### src/rtl/c80alu_pkg.sv
// Shared types, operation codes and constants of the 8080-class accumulator and flag unit.
`timescale 1ns / 1ps

package c80alu_pkg;

    typedef enum logic [4:0] {
        ACT_ADD  = 5'd0,
        ACT_ADC  = 5'd1,
        ACT_SUB  = 5'd2,
        ACT_SBB  = 5'd3,
        ACT_AND  = 5'd4,
        ACT_XOR  = 5'd5,
        ACT_OR   = 5'd6,
        ACT_CMP  = 5'd7,
        ACT_RLC  = 5'd8,
        ACT_RRC  = 5'd9,
        ACT_RAL  = 5'd10,
        ACT_RAR  = 5'd11,
        ACT_CMA  = 5'd12,
        ACT_STC  = 5'd13,
        ACT_CMC  = 5'd14,
        ACT_DAA  = 5'd15,
        ACT_INR  = 5'd16,
        ACT_DCR  = 5'd17,
        ACT_LOAD = 5'd18
    } action_t;

    // accumulator plus the five flags
    typedef struct packed {
        logic [7:0] acc;
        logic       cy;
        logic       ac;
        logic       z;
        logic       s;
        logic       p;
    } alu_state_t;

    localparam logic [3:0] NIBBLE_MAX = 4'd9;
    localparam logic [8:0] DAA_LO_ADJ = 9'h006;
    localparam logic [8:0] DAA_HI_ADJ = 9'h060;

    // register index taken from paddr[2]
    localparam logic CFG_IDX_AND_HC = 1'b0;

endpackage

### src/rtl/c80alu_exec.sv
// Combinational operation and flag logic of the accumulator unit.
`timescale 1ns / 1ps

module c80alu_exec
    import c80alu_pkg::*;
(
    input  logic [4:0]  action,
    input  logic [7:0]  operand,
    input  logic        and_hc_mode,
    input  alu_state_t  cur,
    output alu_state_t  nxt,
    output logic [7:0]  written
);

    logic       add_cin;
    logic       sub_cin;
    logic [8:0] sum9;
    logic [4:0] nib_sum;
    logic [8:0] diff9;
    logic [4:0] nib_diff;
    logic [7:0] and_val;
    logic [7:0] inr_val;
    logic [7:0] dcr_val;
    logic       daa_lo_fix;
    logic [8:0] daa_a1;
    logic       daa_ac;
    logic       daa_cy1;
    logic       daa_hi_fix;
    logic [8:0] daa_a2;
    logic       daa_cy;
    logic       wr_other;
    logic [7:0] wr_val;

    function automatic alu_state_t set_szp(alu_state_t st, logic [7:0] v);
        alu_state_t r;
        r   = st;
        r.z = (v == 8'h00);
        r.s = v[7];
        r.p = ~^v;
        return r;
    endfunction

    assign add_cin = (action_t'(action) == ACT_ADC) ? cur.cy : 1'b0;
    assign sub_cin = (action_t'(action) == ACT_SBB) ? cur.cy : 1'b0;

    assign sum9     = {1'b0, cur.acc} + {1'b0, operand} + {8'h00, add_cin};
    assign nib_sum  = {1'b0, cur.acc[3:0]} + {1'b0, operand[3:0]} + {4'h0, add_cin};
    // bit 8 / bit 4 of the differences is the borrow
    assign diff9    = {1'b0, cur.acc} - {1'b0, operand} - {8'h00, sub_cin};
    assign nib_diff = {1'b0, cur.acc[3:0]} - {1'b0, operand[3:0]} - {4'h0, sub_cin};

    assign and_val = cur.acc & operand;
    assign inr_val = operand + 8'd1;
    assign dcr_val = operand - 8'd1;

    // decimal adjust: low nibble fix, then high nibble fix
    assign daa_lo_fix = (cur.acc[3:0] > NIBBLE_MAX) || cur.ac;
    assign daa_a1     = daa_lo_fix ? ({1'b0, cur.acc} + DAA_LO_ADJ) : {1'b0, cur.acc};
    assign daa_ac     = daa_lo_fix ? (cur.acc[3:0] > NIBBLE_MAX) : cur.ac;
    assign daa_cy1    = cur.cy | daa_a1[8];
    assign daa_hi_fix = (daa_a1[7:4] > NIBBLE_MAX) || daa_cy1;
    assign daa_a2     = daa_hi_fix ? ({1'b0, daa_a1[7:0]} + DAA_HI_ADJ)
                                   : {1'b0, daa_a1[7:0]};
    assign daa_cy     = daa_cy1 | daa_a2[8];

    always_comb
    begin
        nxt      = cur;
        wr_other = 1'b0;
        wr_val   = inr_val;
        case (action_t'(action))
            ACT_ADD, ACT_ADC:
            begin
                nxt.acc = sum9[7:0];
                nxt.cy  = sum9[8];
                nxt.ac  = nib_sum[4];
                nxt     = set_szp(nxt, sum9[7:0]);
            end
            ACT_SUB, ACT_SBB:
            begin
                nxt.acc = diff9[7:0];
                nxt.cy  = diff9[8];
                nxt.ac  = nib_diff[4];
                nxt     = set_szp(nxt, diff9[7:0]);
            end
            ACT_CMP:
            begin
                nxt.cy = diff9[8];
                nxt.ac = nib_diff[4];
                nxt    = set_szp(nxt, diff9[7:0]);
            end
            ACT_AND:
            begin
                nxt.acc = and_val;
                nxt.cy  = 1'b0;
                nxt.ac  = and_hc_mode & and_val[3];
                nxt     = set_szp(nxt, and_val);
            end
            ACT_XOR:
            begin
                nxt.acc = cur.acc ^ operand;
                nxt.cy  = 1'b0;
                nxt.ac  = 1'b0;
                nxt     = set_szp(nxt, cur.acc ^ operand);
            end
            ACT_OR:
            begin
                nxt.acc = cur.acc | operand;
                nxt.cy  = 1'b0;
                nxt.ac  = 1'b0;
                nxt     = set_szp(nxt, cur.acc | operand);
            end
            ACT_RLC:
            begin
                nxt.cy  = cur.acc[7];
                nxt.acc = {cur.acc[6:0], cur.acc[7]};
            end
            ACT_RRC:
            begin
                nxt.cy  = cur.acc[0];
                nxt.acc = {cur.acc[0], cur.acc[7:1]};
            end
            ACT_RAL:
            begin
                nxt.cy  = cur.acc[7];
                nxt.acc = {cur.acc[6:0], cur.cy};
            end
            ACT_RAR:
            begin
                nxt.cy  = cur.acc[0];
                nxt.acc = {cur.cy, cur.acc[7:1]};
            end
            ACT_CMA:
            begin
                nxt.acc = ~cur.acc;
            end
            ACT_STC:
            begin
                nxt.cy = 1'b1;
            end
            ACT_CMC:
            begin
                nxt.cy = ~cur.cy;
            end
            ACT_DAA:
            begin
                nxt.acc = daa_a2[7:0];
                nxt.cy  = daa_cy;
                nxt.ac  = daa_ac;
                nxt     = set_szp(nxt, daa_a2[7:0]);
            end
            ACT_INR:
            begin
                nxt.ac   = (inr_val[3:0] == 4'h0);
                nxt      = set_szp(nxt, inr_val);
                wr_other = 1'b1;
                wr_val   = inr_val;
            end
            ACT_DCR:
            begin
                nxt.ac   = (operand[3:0] == 4'h0);
                nxt      = set_szp(nxt, dcr_val);
                wr_other = 1'b1;
                wr_val   = dcr_val;
            end
            ACT_LOAD:
            begin
                nxt.acc = operand;
            end
            default:
            begin
                // unused codes leave the state alone
                nxt = cur;
            end
        endcase
        written = wr_other ? wr_val : nxt.acc;
    end

endmodule

### src/rtl/cpu8080_alu_flags.sv
// Top level of the 8080-class accumulator and flag unit with its register port.
// An accepted request is registered, then moves into the result register once that slot frees.
// Throughput: one request per cycle while results are taken; the accumulator and flag
// registers close the loop between consecutive requests through one pass of the operation logic.
// Reset (rst_n low, asynchronous): accumulator and flags clear, and_half_carry_mode is 1,
// both pipeline stages are empty.
`timescale 1ns / 1ps

module cpu8080_alu_flags
    import c80alu_pkg::*;
(
    input  logic        clk,
    input  logic        rst_n,
    // request channel
    input  logic        req_valid,
    output logic        req_ready,
    input  logic [4:0]  action,
    input  logic [7:0]  operand,
    // result channel
    output logic        res_valid,
    input  logic        res_ready,
    output logic [7:0]  acc_out,
    output logic [7:0]  written_value,
    output logic        carry_out,
    output logic        half_carry_out,
    output logic        zero_out,
    output logic        sign_out,
    output logic        parity_out,
    // register port
    input  logic        psel,
    input  logic        penable,
    input  logic        pwrite,
    input  logic [2:0]  paddr,
    input  logic [31:0] pwdata,
    output logic [31:0] prdata,
    output logic        pready
);

    logic        req_valid_reg;
    logic [4:0]  act_reg;
    logic [7:0]  opd_reg;
    logic        res_valid_reg;
    alu_state_t  res_state_reg;
    logic [7:0]  res_written_reg;
    alu_state_t  state_reg;
    alu_state_t  state_next;
    logic [7:0]  written_next;
    logic        mode_reg;
    logic        advance;
    logic        cfg_write;

    // request moves into the result register when the result slot is free or draining
    assign advance   = req_valid_reg && (!res_valid_reg || res_ready);
    assign req_ready = !req_valid_reg || advance;

    assign cfg_write = psel && penable && pwrite && (paddr[2] == CFG_IDX_AND_HC);
    assign pready    = 1'b1;
    assign prdata    = (paddr[2] == CFG_IDX_AND_HC) ? {31'h0, mode_reg} : 32'h0;

    c80alu_exec u_exec (
        .action      (act_reg),
        .operand     (opd_reg),
        .and_hc_mode (mode_reg),
        .cur         (state_reg),
        .nxt         (state_next),
        .written     (written_next)
    );

    always_ff @(posedge clk or negedge rst_n)
    begin
        if (!rst_n)
        begin
            req_valid_reg <= 1'b0;
            res_valid_reg <= 1'b0;
            state_reg     <= '0;
            mode_reg      <= 1'b1;
        end
        else
        begin
            if (req_ready)
            begin
                req_valid_reg <= req_valid;
            end
            if (advance)
            begin
                res_valid_reg <= 1'b1;
                state_reg     <= state_next;
            end
            else if (res_ready)
            begin
                res_valid_reg <= 1'b0;
            end
            if (cfg_write)
            begin
                mode_reg <= pwdata[0];
            end
        end
    end

    // payload registers
    always_ff @(posedge clk)
    begin
        if (req_valid && req_ready)
        begin
            act_reg <= action;
            opd_reg <= operand;
        end
        if (advance)
        begin
            res_state_reg   <= state_next;
            res_written_reg <= written_next;
        end
    end

    assign res_valid      = res_valid_reg;
    assign acc_out        = res_state_reg.acc;
    assign written_value  = res_written_reg;
    assign carry_out      = res_state_reg.cy;
    assign half_carry_out = res_state_reg.ac;
    assign zero_out       = res_state_reg.z;
    assign sign_out       = res_state_reg.s;
    assign parity_out     = res_state_reg.p;

`ifndef ASSERT_OFF
    a_full_stall: assert property (@(posedge clk) disable iff (!rst_n)
        (req_valid_reg && res_valid_reg && !res_ready) |-> !req_ready)
        else $error("request stage accepts while both stages are stalled");

    a_state_hold: assert property (@(posedge clk) disable iff (!rst_n)
        !advance |=> $stable(state_reg))
        else $error("accumulator or flags changed without a request");

    a_result_loaded: assert property (@(posedge clk) disable iff (!rst_n)
        advance |=> res_valid_reg)
        else $error("result register not filled after a request moved on");

    a_result_matches_state: assert property (@(posedge clk) disable iff (!rst_n)
        res_valid_reg |-> (res_state_reg == state_reg))
        else $error("pending result differs from the architectural state");
`endif

endmodule

### config.mk
export PLATFORM = sky130hd
export DESIGN_NAME = cpu8080_alu_flags
export DESIGN_NICKNAME = d
export VERILOG_FILES = /design/src/rtl/c80alu_pkg.sv /design/src/rtl/c80alu_exec.sv /design/src/rtl/cpu8080_alu_flags.sv
export SDC_FILE = /design/constraint.sdc
export NUM_CORES = 1
export LEC_CHECK = 0
export ABC_AREA = 1
export BUFFER_PORTS_ARGS = -buffer_cell sky130_fd_sc_hd__clkbuf_2
export CORE_MARGIN = 2
export CORE_UTILIZATION = 57
export DETAILED_ROUTE_END_ITERATION = 12
export PLACE_DENSITY = 0.94
export SYNTH_ARGS = -nofsm -noshare
export SYNTH_HDL_FRONTEND = slang
export SYNTH_SLANG_ARGS = --single-unit
### constraint.sdc
create_clock -name clk -period 4.04 [get_ports clk]
set_clock_uncertainty 0.1 [all_clocks]
set_input_delay 0.606 -clock clk [delete_from_list [all_inputs] [get_ports clk]]
set_output_delay 0.606 -clock clk [all_outputs]
set_load 0.05 [all_outputs]
==> run metrics <==
end-of-flow core utilization 0.621; number of global-route vias before repair 4,972; max-slew violation count 0; worst rel slew slack 0.630; latest clock arrival within the worst-skew pair 310 ps; Worst Max-Slew Pin Slew 553 ps; std cell rows 36; Port Buf Inserts 45; total via count after detailed routing 5,383; antenna violations before repair 0; placeable core area 9590 um2; clock root buffer master sky130_fd_sc_hd__clkbuf_8; DP Cell Count 928; endpoint of the worst register-to-register path parity_out; required time worst endpoint 4000 ps; violation count after the first detailed-routing iteration 512; sum of routed wire length over all layers 16,100 um; hold_ws 126 ps; Synth cell types 52; Area growth, synth to finish 7.34%; count of non-filler cells in the finished layout 938; Antenna diodes 0; biggest area contributors in the synthesized netlist sky130_fd_sc_hd__edfxtp_1 (18%), sky130_fd_sc_hd__ha_1 (16%), sky130_fd_sc_hd__nand2_1 (12%); ratio of final minimum period to clock period 0.920; Worst Path Class, Setup reg2reg; endpoints failing setup 0; summed negative setup slack over all endpoints 0 ps; cell count after synthesis 752; number of remaining DRC errors 0; Min-Delay Path Class in2async; status complete, no violations; GR Overflow Total 0; placed wire-length estimate 13,000 um; share of post-route cells with drive strength above 1 0.134; kind of end point of the critical path flip-flop; pin count of the biggest net entering global routing 28; synthesized area 5550 um2; internal reg-to-reg setup slack 320 ps; type of element launching the critical path flip-flop; routed len/inst 17.1 um; highest fanout seen on the critical path 5; number of nets in the final layout 932; Die Wd 103 um; launch point of the critical path act_reg[4]; CP Data Arrival Time 3670 ps; maximum vdd ir drop 0.000311 V; setup slack at placement 211 ps; H-tree lvl count 2; Die ar. 10,500 um2; clock period minus final worst setup slack 3720 ps; fraction of synthesized cell area taken by the top area cell type 0.184; count of flip-flops with a built-in enable after synthesis 34; maximum clock path buffer count 2; flop and latch count out of synthesis 50; commonest register cell after synthesis sky130_fd_sc_hd__edfxtp_1; cell with the most instances after synthesis sky130_fd_sc_hd__nand2_1; cells on worst reg2reg path 22; gp weighted congestion 1.04; number of hold buffers added after CTS 0; final hold violations 0; number of clock sinks 50; Final WS setup 323 ps; number of warnings issued by yosys 0; max FFs per register 13; routed vias/inst 5.74; post-synthesis async set-or-reset flop share 0.320; # Max-Cap Violations 0; register area share after synthesis 0.256; aggregate global-route resource usage 0.311; number of search-and-repair iterations in the first detailed-routing pass 7; reported leakage power 3.02 nW; top post-synthesis cells by count sky130_fd_sc_hd__nand2_1 (174), sky130_fd_sc_hd__inv_1 (94), sky130_fd_sc_hd__ha_1 (69); number of clock buffers inserted by TritonCTS 5; f_max 0.269 GHz; Power Dens Cells 736 nW/um2; wire length of the first global-routing pass 24,900 um; Synth Area per Inst 7.39 um2; Initial Utilization 0.579; clock-pin slew reported for the worst setup and hold paths after clock tree synthesis 100 ps; boundary pin count 111; cell type with the largest total area after synthesis sky130_fd_sc_hd__edfxtp_1; reg-to-reg critical path startpoint act_reg[4]; die extent in y 103 um; CTS tree built; destination of the critical timing path parity_out; post-route antenna net violation count 0
==> layout by cell type (no fill, tap or decap), types with 2 or more instances in the layout <==
master	count
sky130_fd_sc_hd__nor4_1	3
sky130_fd_sc_hd__a21oi_1	16
sky130_fd_sc_hd__inv_2	13
sky130_fd_sc_hd__nand2_2	7
sky130_fd_sc_hd__clkbuf_8	5
sky130_fd_sc_hd__or2_0	2
sky130_fd_sc_hd__nand3_2	2
sky130_fd_sc_hd__clkbuf_1	2
sky130_fd_sc_hd__conb_1	32
sky130_fd_sc_hd__nand4_1	19
sky130_fd_sc_hd__inv_1	93
sky130_fd_sc_hd__nor3_1	7
sky130_fd_sc_hd__or2_1	3
sky130_fd_sc_hd__xnor2_1	14
sky130_fd_sc_hd__o211ai_1	6
sky130_fd_sc_hd__nor3_2	2
sky130_fd_sc_hd__clkbuf_2	45
sky130_fd_sc_hd__ha_1	69
sky130_fd_sc_hd__o22ai_1	19
sky130_fd_sc_hd__nor2_1	57
sky130_fd_sc_hd__a21boi_1	2
sky130_fd_sc_hd__nand2_4	2
sky130_fd_sc_hd__o21ai_1	4
sky130_fd_sc_hd__or2_2	3
sky130_fd_sc_hd__xor2_1	25
sky130_fd_sc_hd__buf_4	10
sky130_fd_sc_hd__and3_1	2
sky130_fd_sc_hd__nand3b_1	5
sky130_fd_sc_hd__nand3_1	53
sky130_fd_sc_hd__a31oi_1	2
sky130_fd_sc_hd__edfxtp_1	34
sky130_fd_sc_hd__fa_1	4
sky130_fd_sc_hd__nor2_4	5
sky130_fd_sc_hd__dfrtp_1	15
sky130_fd_sc_hd__o21ai_0	27
sky130_fd_sc_hd__nand2_1	174
sky130_fd_sc_hd__nor2_2	6
==> power breakdown <==
| group | internal [W] | total, W | switching [W] |
|---|---|---|---|
| registers | 0.000718 | 0.000844 | 0.000126 |
| logic | 0.00114 | 0.00319 | 0.00206 |
| clock network | 0.000186 | 0.000352 | 0.000166 |
| total | 0.00204 | 0.00439 | 0.00235 |
==> stage by stage <==
| stage | total power (W) | cell area [um2] |
|---|---|---|
| 3_5_place_dp | 0.00397 | 5830 |
| 4_1_cts | 0.00433 | 5940 |
| 2_1_floorplan | 0.00327 | 5670 |
| 6_report | 0.00439 | 5960 |
| 5_1_grt | 0.00479 | 5960 |
| 3_3_place_gp | 0.00390 | 5830 |
==> layer usage <==
layer | vias to the layer above | global-route usage | wire length (um)
met4 | 0 | 0.144 | 812
met1 | 2394 | 0.411 | 6380
met2 | 391 | 0.484 | 6930
met3 | 74 | 0.0732 | 1940
li1 | 2524 | - | -
met5 | - | 0 | 0
==> worst max-delay path, cell delays in order, from the launching register on <==
cell                       delay [ps]
sky130_fd_sc_hd__edfxtp_1         480
sky130_fd_sc_hd__inv_2            130
sky130_fd_sc_hd__nand2_1           90
sky130_fd_sc_hd__nor2_2           150
sky130_fd_sc_hd__nand3_1          110
sky130_fd_sc_hd__fa_1             440
sky130_fd_sc_hd__inv_1            110
sky130_fd_sc_hd__fa_1             220
sky130_fd_sc_hd__a21oi_1           80
sky130_fd_sc_hd__o21ai_1          180
sky130_fd_sc_hd__nand2_1          110
sky130_fd_sc_hd__nand2_1           90
sky130_fd_sc_hd__nand2_1           50
sky130_fd_sc_hd__nand2_1           90
sky130_fd_sc_hd__ha_1             240
sky130_fd_sc_hd__xor2_1           190
sky130_fd_sc_hd__a21oi_1           80
sky130_fd_sc_hd__o21ai_0          100
sky130_fd_sc_hd__nand2_1           70
sky130_fd_sc_hd__nor2_1            90
sky130_fd_sc_hd__nand2_1           60
sky130_fd_sc_hd__nor2_1           120
sky130_fd_sc_hd__a21boi_1          90
==> layout make-up <==
class / count / area, um2
clock inverter: 1 / 30.0
tap: 133 / 166
sequential: 50 / 1420
inverter: 108 / 408
clock buffer: 7 / 76.3
timing repair buffer: 55 / 300
multi-input combinational: 584 / 3560
fill: 860 / 3630
==> worst min-delay path by stage <==
| stage | startpoint | endpoint | slack [ps] | depth (start not counted) |
|---|---|---|---|---|
| after CTS | rst_n | req_valid_reg | 140 | 1 |
| after detailed placement | state_reg[0] | state_reg[0] | 370 | 2 |
| final | rst_n | state_reg[10] | 130 | 1 |
| after global routing | rst_n | state_reg[0] | 160 | 1 |
| after global placement | state_reg[0] | state_reg[0] | 360 | 2 |
| after floorplan | rst_n | req_valid_reg | 210 | 0 |
==> logic make-up after synthesis <==
family,count (synthesis),share of synthesized area
AOI/OAI and AO/OA,87,0.0957
xor gates and xnor gates,39,0.0615
adders and majority gates,73,0.170
buffers and inverters,148,0.125
DFF,50,0.256
other,2,0.00135
and+or+nand+nor,353,0.291
==> repair_timing <==
item | in CTS | in global routing
setup endpoints to repair | 0 | 2
gates resized for setup | 0 | 5
buffers inserted | 0 | 2
No activity file was read; power rests on OpenSTA's default activity.
